## config.mk

```make
export PLATFORM = sky130hd
export DESIGN_NAME = cpsa_cmd_queue
export DESIGN_NICKNAME = d
export VERILOG_FILES = /design/src/rtl/core/cpsa_pkg.sv /design/src/rtl/core/cpsa_cmd_queue.sv
export SDC_FILE = /design/constraint.sdc
export NUM_CORES = 1
export LEC_CHECK = 0
export BUFFER_PORTS_ARGS = -buffer_cell sky130_fd_sc_hd__clkbuf_2
export CORE_ASPECT_RATIO = 2
export CORE_MARGIN = 2
export CORE_UTILIZATION = 45
export CTS_CLUSTER_DIAMETER = 150
export CTS_CLUSTER_SIZE = 12
export DETAILED_ROUTE_END_ITERATION = 16
export PLACE_DENSITY_LB_ADDON = 0.05
export SLEW_MARGIN = 25
export SYNTH_ARGS = -nofsm -noshare
export SYNTH_HDL_FRONTEND = slang
export SYNTH_SLANG_ARGS = --single-unit
```

## constraint.sdc

```tcl
create_clock -name clk -period 2.5 [get_ports clk]
set_input_delay 0 -clock clk [delete_from_list [all_inputs] [get_ports clk]]
set_output_delay 0 -clock clk [all_outputs]
set_load 0.05 [all_outputs]
```

## src/rtl/core/cpsa_pkg.sv

```systemverilog
// Shared types and constants for the compressed page store accounting block.
// Depends on nothing; every other file of the block uses it.
`default_nettype none

package cpsa_pkg;

  // Field widths of the item and result channels.
  localparam int MODE_W       = 2;
  localparam int PAGE_INDEX_W = 12;
  localparam int LENGTH_W     = 13;
  localparam int KIND_W       = 2;
  localparam int TOTAL_W      = 25;
  localparam int PAGES_W      = 13;

  // Default sizes handed to the top level parameters.
  localparam int MAX_PAGES_DEF  = 4096;
  localparam int PAGE_BYTES_DEF = 4096;

  // Each configured page adds 1 << ENTRY_SHIFT (16) to the memory total.
  localparam int ENTRY_SHIFT = 4;

  // Item mode codes.
  localparam logic [MODE_W-1:0] MODE_WRITE = 2'd0;
  localparam logic [MODE_W-1:0] MODE_QUERY = 2'd1;
  localparam logic [MODE_W-1:0] MODE_CLEAR = 2'd2;

  typedef enum logic [KIND_W-1:0] {
    KIND_NONE = 2'd0,
    KIND_ZERO = 2'd1,
    KIND_COMP = 2'd2,
    KIND_RAW  = 2'd3
  } kind_e;

  // Operation after classification by the front end.
  typedef enum logic [1:0] {
    OP_WRITE  = 2'd0,
    OP_QUERY  = 2'd1,
    OP_CLEAR  = 2'd2,
    OP_REJECT = 2'd3
  } op_e;

  typedef enum logic [1:0] {
    ST_SWEEP  = 2'd0,
    ST_IDLE   = 2'd1,
    ST_LOOKUP = 2'd2
  } state_e;

  typedef struct packed {
    op_e                     op;
    logic [PAGE_INDEX_W-1:0] index;
    kind_e                   kind;
    logic [LENGTH_W-1:0]     len;
  } cmd_t;

  typedef struct packed {
    logic push;
    logic full;
  } q_in_t;

  typedef struct packed {
    logic pop;
    logic empty;
  } q_out_t;

  typedef struct packed {
    logic sweeping;
    logic lookup;
  } bk_stat_t;

endpackage

`default_nettype wire

```

## src/rtl/core/cpsa_cmd_queue.sv

```systemverilog
// Two-entry command queue between the front end and the back end.
// Depends on cpsa_pkg for the command type.
`default_nettype none

module cpsa_cmd_queue (
  input  wire logic            clk,
  input  wire logic            rst,
  input  wire cpsa_pkg::q_in_t in_ctl,
  input  wire cpsa_pkg::cmd_t  in_cmd,
  input  wire logic            pop,
  output logic                 full,
  output logic                 empty,
  output cpsa_pkg::cmd_t       head
);
  import cpsa_pkg::*;

  cmd_t       slots [2];
  logic       wr_ptr;
  logic       rd_ptr;
  logic [1:0] count;
  logic       do_push;
  logic       do_pop;

  assign full    = (count == 2'd2);
  assign empty   = (count == 2'd0);
  assign do_push = in_ctl.push && !full;
  assign do_pop  = pop && !empty;
  assign head    = slots[rd_ptr];

  always_ff @(posedge clk) begin
    if (do_push) begin
      slots[wr_ptr] <= in_cmd;
    end
  end

  always_ff @(posedge clk) begin
    if (rst) begin
      wr_ptr <= 1'b0;
      rd_ptr <= 1'b0;
      count  <= 2'd0;
    end else begin
      if (do_push) begin
        wr_ptr <= !wr_ptr;
      end
      if (do_pop) begin
        rd_ptr <= !rd_ptr;
      end
      case ({do_push, do_pop})
        2'b10:   count <= count + 2'd1;
        2'b01:   count <= count - 2'd1;
        default: count <= count;
      endcase
    end
  end

endmodule

`default_nettype wire

```

# Word level (Yosys, flattened, before mapping)
# Memories as Yosys holds them, arrays and structs flattened. A register that Yosys moved wholly into a read port is not among the register bits.
# Cells that the tools add are included.
[totals]
regBits = 4
elab_cells = 22
output_inout_bits = 31
mem_bits_rw = 58
mem_count = 1
in_bits = 34
[classes]
mux = 5
n_eq_ne = 3
n_reduce_logical = 8
addsub = 2
[memory_table]
columns = ["name", "depth", "word_bits", "rd", "rd_clocked_by_memory_dff", "wr", "line", "rtl"]
rows = [
  ["slots", 2, 29, 1, 1, 1, "cpsa_cmd_queue.sv:17", "cmd_t slots [2];"],
]
[ops]
columns = ["cell", "n"]
rows = [
  ["$eq A2 B2 Y1 const B", 2],
  ["$logic_not A1 Y1", 4],
  ["$mux W1", 4],
  ["$pmux W2 S2", 1],
  ["$add A2 B1 Y2 const B", 1],
  ["$eq A2 B1 Y1 const B", 1],
  ["$logic_and A1 B1 Y1", 2],
  ["$logic_not A2 Y1", 1],
  ["$reduce_bool A2 Y1", 1],
  ["$sub A2 B1 Y2 const B", 1],
]

# Longest topological paths before layout
[logic_depth]
depth_word = 5
depth_mapped = 6
mapped_depth_nobuf = 6

# Worst setup path after synthesis
# No wires, ideal clock.
[synth_path]
kind = "reg-to-reg"
start = "register count[0]"
end = "memory slots[0][0] in the netlist's numbering (enable)"
setup_ns = 0.384
required_ns = 2.116
slack_ns = 0.524
n_path_buf = 0
synth_period_minus_slack_ns = 1.976
path_stages_with_launch = 5
arrival_ns = 1.592
path_cell_list = "dfxtp_1 -> nand2b_2 -> inv_2 -> or3_1 -> inv_1"
[synth_between]
elab_chain_cells = 5
[synth_lines]
columns = ["item", "line", "rtl"]
rows = [
  ["from (decl)", "cpsa_cmd_queue.sv:20", "logic [1:0] count;"],
  ["from (signal assigned)", "cpsa_cmd_queue.sv:49", "2'b10: count <= count + 2'd1;"],
  ["from (signal assigned)", "cpsa_cmd_queue.sv:50", "2'b01: count <= count - 2'd1;"],
  ["from (signal assigned)", "cpsa_cmd_queue.sv:51", "default: count <= count;"],
  ["$eq A2 B2 Y1", "cpsa_cmd_queue.sv:24", "assign full = (count == 2'd2);"],
  ["via full", "cpsa_cmd_queue.sv:11", "output logic full,"],
  ["$logic_not A1 Y1", "cpsa_cmd_queue.sv:26", "assign do_push = in_ctl.push && !full;"],
  ["$logic_and A1 B1 Y1", "cpsa_cmd_queue.sv:26", ""],
  ["$mux W1", "cpsa_cmd_queue.sv:31", "if (do_push) begin"],
  ["$mux W1 (not written as such)", "cpsa_cmd_queue.sv:32", "slots[wr_ptr] <= in_cmd;"],
  ["to (decl)", "cpsa_cmd_queue.sv:17", ""],
]
# The timed path passes the listed nets, and every way through them passes these cells.

# Final worst setup path
[layout_path]
start = "register count[0]"
end = "memory slots[0][27] in the netlist's numbering (enable)"
[layout_between]
elab_chain_cells = 5
[layout_lines]
columns = ["item", "line"]
rows = [
  ["$eq A2 B2 Y1", "cpsa_cmd_queue.sv:24"],
  ["$logic_not A1 Y1", "cpsa_cmd_queue.sv:26"],
  ["$logic_and A1 B1 Y1", "cpsa_cmd_queue.sv:26"],
  ["$mux W1", "cpsa_cmd_queue.sv:31"],
  ["$mux W1 (not written as such)", "cpsa_cmd_queue.sv:32"],
]
# Every way passes these cells.

==> results.txt <==
area leader, netlist - edfxtp_1
Ys Warns - 0
slew margin rel. - 0.735
largest net degree at the start of global routing - 30
period utilization - 0.745
Avg Inst Size Synth - 19.9 um^2
syn nets - 151
# DRC - 0
per-cell routed wire length - 14.4 um
Worst EP required - 2.53 ns
Crit path arrival time - 1.89 ns
Synth-to-Final Area Change - 38.2%
CTS tree - yes
total congestion overflow - 0
row count - 36
Setup crit start kind - flop
setup TNS - 0 ns
initial antenna violation count - 0
core area - 0.00491 mm^2
vias in the first global route - 1465
PostCTS Resize Cnt - 0
Critical Path Max Stage Delay - 0.41 ns
Post-Place Worst Slack - 0.633 ns
DIE AREA - 0.00575 mm^2
Total GRT Usage - 0.158
Antenna Nets Post-Route - 0
Reg clk slew, reported paths - 0.06 ns
final setup vio count - 0
Final nets - 256
H-tree depth - 3
Detailed Route Iter0 Violations - 40
WL final - 4070 um
I/O Buffers - 63
most frequent cells in the layout - 63 x clkbuf_2, 58 x edfxtp_1, 30 x dlygate4sd3_1
Tightest Pin Transition - 0.396 ns
fin area - 0.00319 mm^2
vias per inst - 4.83
pins over their slew limit - 0
post-synthesis sequential area ratio - 0.798
CTS Buf Count - 9
Crit. End Element - flop
top-area cell type share of the netlist area - 0.755
Starting Density - 0.470
Max Cap Violations - 0
unrepaired setup endpoints after global routing - no
Mapped Area - 0.00231 mm^2
Yosys cell types - 18
Detailed Place HPWL - 2650 um
Achievable Freq - 537 MHz
status - completed
Final Skew - 0.00271 ns
Setup Crit Path Kind - flop to flop
PnR Total Power - 3.56 mW
Worst VDD drop - 850 uV
Mapped Cells - 116
slowest CP cell - dfxtp_1
routability cong. - 0.605
Placed Area - 0.00271 mm^2
die width - 54.6 um
Clock Tree Buf Depth - 2
die height - 105 um
Fin. Hold Viols - 0
clock root buffer - clkbuf_8
vias after detailed routing - 1367
most common cell after layout, fill and taps aside - clkbuf_2
HP Class - primary input to flop
first-pass GRT wire length - 6180 um
Pleak - 1.26 nW
Synth area leaders - edfxtp_1 75%, mux2_2 11%, dfxtp_1 4.3%
share of layout cells above drive strength 1 - 0.456
IO Pins - 65
R2R Setup Slk - 0.64 ns
Yosys reg bits - 63
Skew-Pair Late Insertion Delay - 0.32 ns
antenna cells - 0
critical path, cell by cell - nand2b_2 > inv_2 > or3_1 > inv_1 > buf_4
Fillers - 383
setup ws final - 0.637 ns
min Tclk post-route - 1.86 ns
TritonRoute pass-1 iters - 4
clock sinks - 63
Crit Path Max Fanout - 11
Power Density - 1120 mW/mm^2
-- critical path, delay by kind of cell (launching register included) --
kind	cells	cell delay [ns]
flops	1	0.41
buf+inv	3	0.64
simple gates	2	0.50
-- Yosys cell counts --
| master | number |
|---|---|
| nand2_1 | 1 |
| dfxtp_1 | 5 |
| a21oi_1 | 2 |
| mux2_2 | 22 |
| mux2_1 | 7 |
| nand2b_2 | 1 |
| edfxtp_1 | 58 |
| o21a_1 | 1 |
| nor2_1 | 4 |
| or3_1 | 2 |
| ha_1 | 1 |
| inv_2 | 1 |
| inv_1 | 2 |
| o21ai_0 | 2 |
| xor2_1 | 1 |
| xnor2_1 | 2 |
| and3_1 | 1 |
| buf_2 | 3 |
-- power by group --
group / leakage, nW / internal (mW) / switching (mW)
Combinational: 0.579 / 0.399 / 0.978
Clock: 0.0925 / 0.446 / 0.346
Sequential: 0.584 / 1.34 / 0.0515
-- metrics by stage --
stage	hold slack (ns)	cells	util
6_report	0.0565	283	0.649
5_1_grt	0.0672	283	0.649
4_1_cts	0.0366	283	0.649
3_5_place_dp	0.194	237	0.552
3_3_place_gp	0.189	237	0.552
2_1_floorplan	0.0691	116	-
-- final timing paths --
| path | startpoint | endpoint | cells after the start |
|---|---|---|---|
| max | count[0] | slots[0][27] | 5 |
| min | in_ctl[1] | wr_ptr | 4 |
| max reg2reg | count[0] | slots[0][27] | 5 |
| min reg2reg | wr_ptr | wr_ptr | 2 |
-- routing by layer --
layer,wire (um),part of all wire,track usage
met5,0,0,0
met4,51,0.013,0.0804
met3,213,0.052,0.0680
met2,2290,0.56,0.274
met1,1510,0.37,0.144
-- layout make-up --
class                      instances  area (um^2)  share of cell area
sequential                        63         1840               0.578
clock inverter                     6         51.3              0.0161
inverter                           3         11.3             0.00353
multi-input combinational         47          439               0.138
clock buffer                      10          128              0.0400
timing repair buffer              97          646               0.203
tap                               57         71.3              0.0224
-- registers in the layout, summed over array words and instances (netlist names), named ones only --
signal  cells
slots      58
count       2
rd_ptr      1
wr_ptr      1
-- cells by family after synthesis --
family	count (synthesis)	synth area share
compound gates	5	0.0119
xor+xnor	3	0.0114
fa+ha+maj	1	0.00542
buf+inv	6	0.0114
flops	63	0.798
mux	29	0.142
simple gates	9	0.0201
-- timing repair --
action                                 in CTS  in global routing
setup endpoints to repair                   0                  0
hold buffers                               30                  0
endpoints found under the hold margin      63                  0
setup buffers                               0                  0
No activity file was read; power rests on OpenSTA's default activity.
