File: src/rtl/core/cpsa_pkg.sv
// Shared types and constants for the compressed page store accounting block.
// Depends on nothing; every other file of the block uses it.
`default_nettype none

package cpsa_pkg;

  // Field widths of the item and result channels.
  localparam int MODE_W       = 2;
  localparam int PAGE_INDEX_W = 12;
  localparam int LENGTH_W     = 13;
  localparam int KIND_W       = 2;
  localparam int TOTAL_W      = 25;
  localparam int PAGES_W      = 13;

  // Default sizes handed to the top level parameters.
  localparam int MAX_PAGES_DEF  = 4096;
  localparam int PAGE_BYTES_DEF = 4096;

  // Each configured page adds 1 << ENTRY_SHIFT (16) to the memory total.
  localparam int ENTRY_SHIFT = 4;

  // Item mode codes.
  localparam logic [MODE_W-1:0] MODE_WRITE = 2'd0;
  localparam logic [MODE_W-1:0] MODE_QUERY = 2'd1;
  localparam logic [MODE_W-1:0] MODE_CLEAR = 2'd2;

  typedef enum logic [KIND_W-1:0] {
    KIND_NONE = 2'd0,
    KIND_ZERO = 2'd1,
    KIND_COMP = 2'd2,
    KIND_RAW  = 2'd3
  } kind_e;

  // Operation after classification by the front end.
  typedef enum logic [1:0] {
    OP_WRITE  = 2'd0,
    OP_QUERY  = 2'd1,
    OP_CLEAR  = 2'd2,
    OP_REJECT = 2'd3
  } op_e;

  typedef enum logic [1:0] {
    ST_SWEEP  = 2'd0,
    ST_IDLE   = 2'd1,
    ST_LOOKUP = 2'd2
  } state_e;

  typedef struct packed {
    op_e                     op;
    logic [PAGE_INDEX_W-1:0] index;
    kind_e                   kind;
    logic [LENGTH_W-1:0]     len;
  } cmd_t;

  typedef struct packed {
    logic push;
    logic full;
  } q_in_t;

  typedef struct packed {
    logic pop;
    logic empty;
  } q_out_t;

  typedef struct packed {
    logic sweeping;
    logic lookup;
  } bk_stat_t;

endpackage

`default_nettype wire

File: src/rtl/core/cpsa_ifs.sv
// Handshake interfaces for the item, result and configuration channels.
// Depends on cpsa_pkg for the field widths.
`default_nettype none

interface cpsa_req_if;
  logic                              valid;
  logic                              ready;
  logic [cpsa_pkg::MODE_W-1:0]       mode;
  logic [cpsa_pkg::PAGE_INDEX_W-1:0] page_index;
  logic                              page_is_zero;
  logic [cpsa_pkg::LENGTH_W-1:0]     compressed_length;

  modport source (output valid, mode, page_index, page_is_zero, compressed_length,
                  input ready);
  modport sink (input valid, mode, page_index, page_is_zero, compressed_length,
                output ready);
endinterface


interface cpsa_cfg_if;
  logic                         valid;
  logic                         ready;
  logic [cpsa_pkg::PAGES_W-1:0] data;

  modport source (output valid, data, input ready);
  modport sink (input valid, data, output ready);
endinterface

`default_nettype wire

File: src/rtl/core/cpsa_front.sv
// Front end: holds the page count register, accepts items and classifies them.
// Depends on cpsa_pkg and the interfaces in cpsa_ifs.
`default_nettype none

module cpsa_front #(
  parameter int MAX_PAGES  = cpsa_pkg::MAX_PAGES_DEF,
  parameter int PAGE_BYTES = cpsa_pkg::PAGE_BYTES_DEF
) (
  input  wire logic                          clk,
  input  wire logic                          rst,
  cpsa_req_if.sink                           req,
  cpsa_cfg_if.sink                           cfg,
  input  wire logic                          q_full,
  output cpsa_pkg::q_in_t                    q_ctl,
  output cpsa_pkg::cmd_t                     q_cmd,
  output logic [cpsa_pkg::PAGES_W-1:0]       page_count
);
  import cpsa_pkg::*;

  logic in_range;

  always_ff @(posedge clk) begin
    if (rst) begin
      page_count <= '0;
    end else if (cfg.valid) begin
      page_count <= cfg.data;
    end
  end

  assign cfg.ready = 1'b1;
  assign req.ready = !q_full;

  assign q_ctl.push = req.valid && !q_full;
  assign q_ctl.full = q_full;

  assign in_range = (page_count != '0)
                 && ({1'b0, req.page_index} < page_count)
                 && (32'(req.page_index) < MAX_PAGES);

  always_comb begin
    q_cmd.index = req.page_index;
    q_cmd.len   = '0;
    if (req.page_is_zero) begin
      q_cmd.kind = KIND_ZERO;
    end else if ((req.compressed_length != '0)
              && (32'(req.compressed_length) < PAGE_BYTES)) begin
      q_cmd.kind = KIND_COMP;
      q_cmd.len  = req.compressed_length;
    end else begin
      q_cmd.kind = KIND_RAW;
    end
    case (req.mode)
      MODE_CLEAR: q_cmd.op = OP_CLEAR;
      MODE_WRITE: q_cmd.op = in_range ? OP_WRITE : OP_REJECT;
      default:    q_cmd.op = in_range ? OP_QUERY : OP_REJECT;
    endcase
  end

endmodule

`default_nettype wire

File: src/flat_wrapper.sv
// flat-port wrapper written by rule: the top's interface ports become plain ports
module cpsa_front_flat import cpsa_pkg::*;
#(
  parameter int MAX_PAGES  = cpsa_pkg::MAX_PAGES_DEF,
  parameter int PAGE_BYTES = cpsa_pkg::PAGE_BYTES_DEF
)
  (clk, rst, q_full, q_ctl, q_cmd, page_count, req_valid, req_mode, req_page_index, req_page_is_zero, req_compressed_length, req_ready, cfg_valid, cfg_data, cfg_ready);
  cpsa_req_if req_i ();
  cpsa_cfg_if cfg_i ();
  input  wire logic clk;
  input  wire logic rst;
  input  wire logic q_full;
  output cpsa_pkg::q_in_t q_ctl;
  output cpsa_pkg::cmd_t q_cmd;
  output logic [cpsa_pkg::PAGES_W-1:0] page_count;
  input wire logic [$bits(req_i.valid)-1:0] req_valid;
  input wire logic [$bits(req_i.mode)-1:0] req_mode;
  input wire logic [$bits(req_i.page_index)-1:0] req_page_index;
  input wire logic [$bits(req_i.page_is_zero)-1:0] req_page_is_zero;
  input wire logic [$bits(req_i.compressed_length)-1:0] req_compressed_length;
  output wire logic [$bits(req_i.ready)-1:0] req_ready;
  input wire logic [$bits(cfg_i.valid)-1:0] cfg_valid;
  input wire logic [$bits(cfg_i.data)-1:0] cfg_data;
  output wire logic [$bits(cfg_i.ready)-1:0] cfg_ready;
  assign req_i.valid = req_valid;
  assign req_i.mode = req_mode;
  assign req_i.page_index = req_page_index;
  assign req_i.page_is_zero = req_page_is_zero;
  assign req_i.compressed_length = req_compressed_length;
  assign req_ready = req_i.ready;
  assign cfg_i.valid = cfg_valid;
  assign cfg_i.data = cfg_data;
  assign cfg_ready = cfg_i.ready;
  cpsa_front #(.MAX_PAGES(MAX_PAGES), .PAGE_BYTES(PAGE_BYTES)) u_core (.clk(clk), .rst(rst), .req(req_i), .cfg(cfg_i), .q_full(q_full), .q_ctl(q_ctl), .q_cmd(q_cmd), .page_count(page_count));
endmodule
File: config.mk
export PLATFORM = sky130hd
export DESIGN_NAME = cpsa_front_flat
export DESIGN_NICKNAME = d
export VERILOG_FILES = /design/src/rtl/core/cpsa_pkg.sv /design/src/rtl/core/cpsa_ifs.sv /design/src/rtl/core/cpsa_front.sv /design/src/flat_wrapper.sv
export SDC_FILE = /design/constraint.sdc
export NUM_CORES = 1
export LEC_CHECK = 0
export ABC_AREA = 1
export BUFFER_PORTS_ARGS = -buffer_cell sky130_fd_sc_hd__buf_2
export CORE_AREA = 2 2 64 66
export DETAILED_ROUTE_END_ITERATION = 8
export DIE_AREA = 0 0 66 68
export GPL_TIMING_DRIVEN = 0
export PLACE_DENSITY = 0.62
export SLEW_MARGIN = 20
export SYNTH_ARGS = -nofsm -noshare
export SYNTH_HDL_FRONTEND = slang
export SYNTH_SLANG_ARGS = --single-unit
File: constraint.sdc
create_clock -name clk -period 1.4 [get_ports clk]
set_clock_uncertainty 0.15 [all_clocks]
set_input_delay 0.07 -clock clk [delete_from_list [all_inputs] [get_ports clk]]
set_output_delay 0.07 -clock clk [all_outputs]
set_load 0.02 [all_outputs]
# == Yosys cells after proc, flatten, opt, wreduce, memory -nomap -nowiden ==
# Cells that the tools add are included.
# op_classes
order_cmp,2
eq_ne,1
mux,7
reduce_logical,7
# ops
op,count
$mux 13,2
$reduce_bool 13->1,2
$lt 12x13->1,1
$lt 13x13->1 const B,1
$mux 2,3
$pmux 2 s2,1
$logic_and 1x1->1,3
$eq 2x2->1 const B,1
$logic_not 2->1,1
$logic_not 1->1,1
$mux 1,1
# word_totals
register_bits,13
word_cells,18
inputBits,46

# == Longest topological paths before layout ==
# logic_depth
ltp_word,4
ltp_mapped,10
mapped_depth_nobuf,10

# == Worst setup path after synthesis ==
# Ideal clock, no wire load.
# synth_timing
path_type,register to output
startpoint,register u_core.page_count[11] (netlist bit)
endpoint,output port q_cmd[27] (netlist bit)
stages_incl_launch_ff,11
arrival_ps,1411
slack_ps,-231
path_cell_list,dfxtp_1 > inv_1 > ha_1 > inv_1 > nor2_1 > nand3_1 > nor2_1 > nand2_1 > nand3_1 > nand2_1 > nand2_1
# synth_lines
item,line_no,rtl
start: declaration,cpsa_front.sv:16,output logic [cpsa_pkg::PAGES_W-1:0] page_count
start signal: assignment,cpsa_front.sv:26,page_count <= cfg.data;
end: declaration,flat_wrapper.sv:14,output cpsa_pkg::cmd_t q_cmd;

==> results.tsv <==
stage	metric	value	unit
run_status	outcome	finished, violations left	
run_status	failing checks	setup timing	
pwr	Leak	1.11	nW
cts	clk root buf	clkbuf_8	
worst_setup_path	Setup Crit Path Kind	flip-flop to output pin	
worst_setup_path	WP buf/inv	3	
grt	Overall Global Routing Usage	15.2	%
floorplan	IO Pins	92	
timing	Final Cycle Share	130	%
worst_setup_path	Req. time, crit path	1.18	ns
cts	maximum buffer depth of the clock tree	2	
drt	first-pass iteration count of the detailed router	4	
worst_setup_path	delay-heaviest family, CP	simple AND/OR/NAND/NOR gates	
worst_setup_path	crit-path max FO	2	
timing	Fmax	551	MHz
synth	Syn Std Cell Area	0.00108	mm2
floorplan	row cnt	23	
synth	Mapped Cells	169	
hold_path	hold path start	cfg_valid	
pwr	maximum vdd ir drop	525	uV
synth	most frequent cell after synthesis	inv_1	
drt	Antenna Nets Post-Route	0	
synth	area share of the largest cell type after synthesis	24.0	%
job	max-cap violation count	0	
synth	synth unique cells	19	
placement	Placement Setup Slack	-0.221	ns
synth	Post-synth EDFFs	0	
cts	CTS tree	built	
timing	final number of setup-violating endpoints	2	
synth	async set or reset register ratio after synthesis	0	%
layout	Largest regs	u_core.page_count (13)	
synth	Top FF cell, synth	dfxtp_1	
floorplan	Die ar.	0.00449	mm2
drt	drt total wl	3360	um
worst_setup_path	slowest CP cell	dfxtp_4	
floorplan	core box area	0.00386	mm2
synth	Yosys reg bits	13	
timing	final count of pins violating max slew	0	
layout	# diodes	0	
placement	Placer Congestion	0.828	
timing	final setup margin	-0.415	ns
grt	pin count of the biggest net entering global routing	11	
drt	DRC viols	0	
synth	post-synthesis area per instance	6.41	um2
pwr	Power per Cell Area	661	mW/mm2
placement	DP Wirelength	2540	um
synth	top post-synthesis cells by area	dfxtp_1 24%, ha_1 13%, inv_1 12%	
timing	WHS	0.0138	ns
worst_setup_path	R2R Path Start	u_core.page_count[12]	
worst_setup_path	CP Launch Point	u_core.page_count[11]	
layout	Layout area overhead	89.5	%
worst_setup_path	kind of start point of the critical path	flip-flop	
cts	CTS Sinks	13	
hold_path	worst hold path type	input pin to flip-flop	
layout	max reg flops	13	
synth	syn_nets	226	
worst_setup_path	endpoint class of the critical path	output pin	
worst_setup_path	CP dominant cell by count	nand2_2	
grt	vias in the first global route	1279	
grt	initial antenna violation count	0	
cts	CTS Buf Count	3	
synth	Post-synth top cells	35 x inv_1, 33 x nor2_1, 25 x nand2_1	
synth	post-synth top area cell	dfxtp_1	
drt	vias	1411	
synth	sequential-to-total area share from yosys stat	24.0	%
layout	Final nets	341	
drt	via/cell ratio	4.24	
drt	initial DRC count	26	
floorplan	Die Width	66	um
cts	Worst-path clk slew	0.05	ns
worst_setup_path	slowest cell delay on critical path	0.35	ns
floorplan	Initial Utilization	28.1	%
timing	Fin. Hold Viols	0	
drt	WL/cell	10.1	um
synth	synth warn	0	
worst_setup_path	critical path arrival	1.60	ns
placement	quantity of I/O buffers inserted on ports	89	
cts	Clk Latency, worst-skew pair	0.24	ns
grt	first-pass GRT wire length	5330	um
timing	Tmin final	1.82	ns
worst_setup_path	worst-path cell chain	inv_4 > ha_4 > inv_2 > nor2_4 > nand3_2 > nor2_2 > nand2_2 > nand3_2 > nand2_2 > nand2_2 > buf_6	
layout	largest register by flop count	u_core.page_count	
layout	share of cells above drive strength 1	57.6	%
cts	H-tree levels	1	
floorplan	Die Y	68	um
timing	RSZ-0062 raised after global routing	yes	
grt	GRT overflow	0	
## power by group
part           leakage, nW  total, W  internal (W)  switching (W)
clock network       0.0228  0.000327      0.000201       0.000126
registers            0.114  0.000417      0.000394      0.0000232
logic                0.976  0.000613      0.000285       0.000327
total                 1.11   0.00136      0.000880       0.000477
## final timing paths
kind / endpoint / slack [ns] / cells after the start
worst min-delay path: u_core.page_count[8] / 0.01 / 4
worst min register to register: u_core.page_count[1] / 0.34 / 2
worst max-delay path: q_cmd[27] / -0.42 / 11
worst max register to register: u_core.page_count[12] / 0.39 / 2
## metrics by stage
stage	setup TNS, ns	std cells	cell area, um2	util (%)	power (W)
finish	-0.768	333	2050	53.2	0.00136
global route	-0.972	333	2050	53.2	0.00147
CTS	-0.743	329	1980	51.3	0.00133
detailed placement	-0.332	308	1700	44.1	0.000924
global placement	-0.319	308	1700	44.1	0.000918
floorplan	-0.0988	169	1190	-	0.000739
## tightest hold or removal path, delay by kind of cell
| family | cells | cell delay (ns) |
|---|---|---|
| AND/OR/NAND/NOR | 1 | 0.09 |
| buffers and inverters | 2 | 0.15 |
| AO/OA/AOI/OAI | 1 | 0.05 |
## logic make-up (layout without fill, tap and decap cells)
| family | Yosys count | in the layout | synth area share (%) |
|---|---|---|---|
| compound gates | 16 | 16 | 10.2 |
| fa+ha+maj | 11 | 11 | 12.7 |
| buf+inv | 55 | 169 | 25.1 |
| flops | 13 | 13 | 24.0 |
| other cells | 2 | 2 | 0.693 |
| simple gates | 72 | 72 | 27.4 |
## routing by layer
metal	global-route usage [%]	up-vias	part of all wire, %
met5	0	-	0
met4	2.55	0	0.42
met3	4.93	2	6.7
met2	29.7	48	51
met1	16.1	617	41
li1	-	744	-
## cells in the final DEF, fill, tap and decap left out, types with 4 or more instances in the layout
cell type      Yosys  final
inv_1             35     24
nand3_2            0      4
a211oi_1          12     12
dfxtp_4            0      8
ha_4               0      8
nand2_1           25     19
inv_4              0      5
nor2_1            33     30
inv_2              1      7
nand2_2            1      7
buf_4             15     21
dlygate4sd3_1      0     15
buf_2              1     88
## repair_timing
action,in CTS,in global routing
gates resized for setup,19,11
pin swaps,10,12
hold buffers,15,0
buffers inserted,2,4
endpoints found under the setup margin,2,6
endpoints found under the hold margin,13,0
## area by class of cell
class                      instances  area (um2)
sequential                        13         294
timing repair buffer             110         653
inverter                          36         148
fill                             399        1800
tap                               50        62.6
buffer                            19         136
multi-input combinational        101         714
clock buffer                       4        45.0
Note: power is estimated with default switching activity, not from simulation.
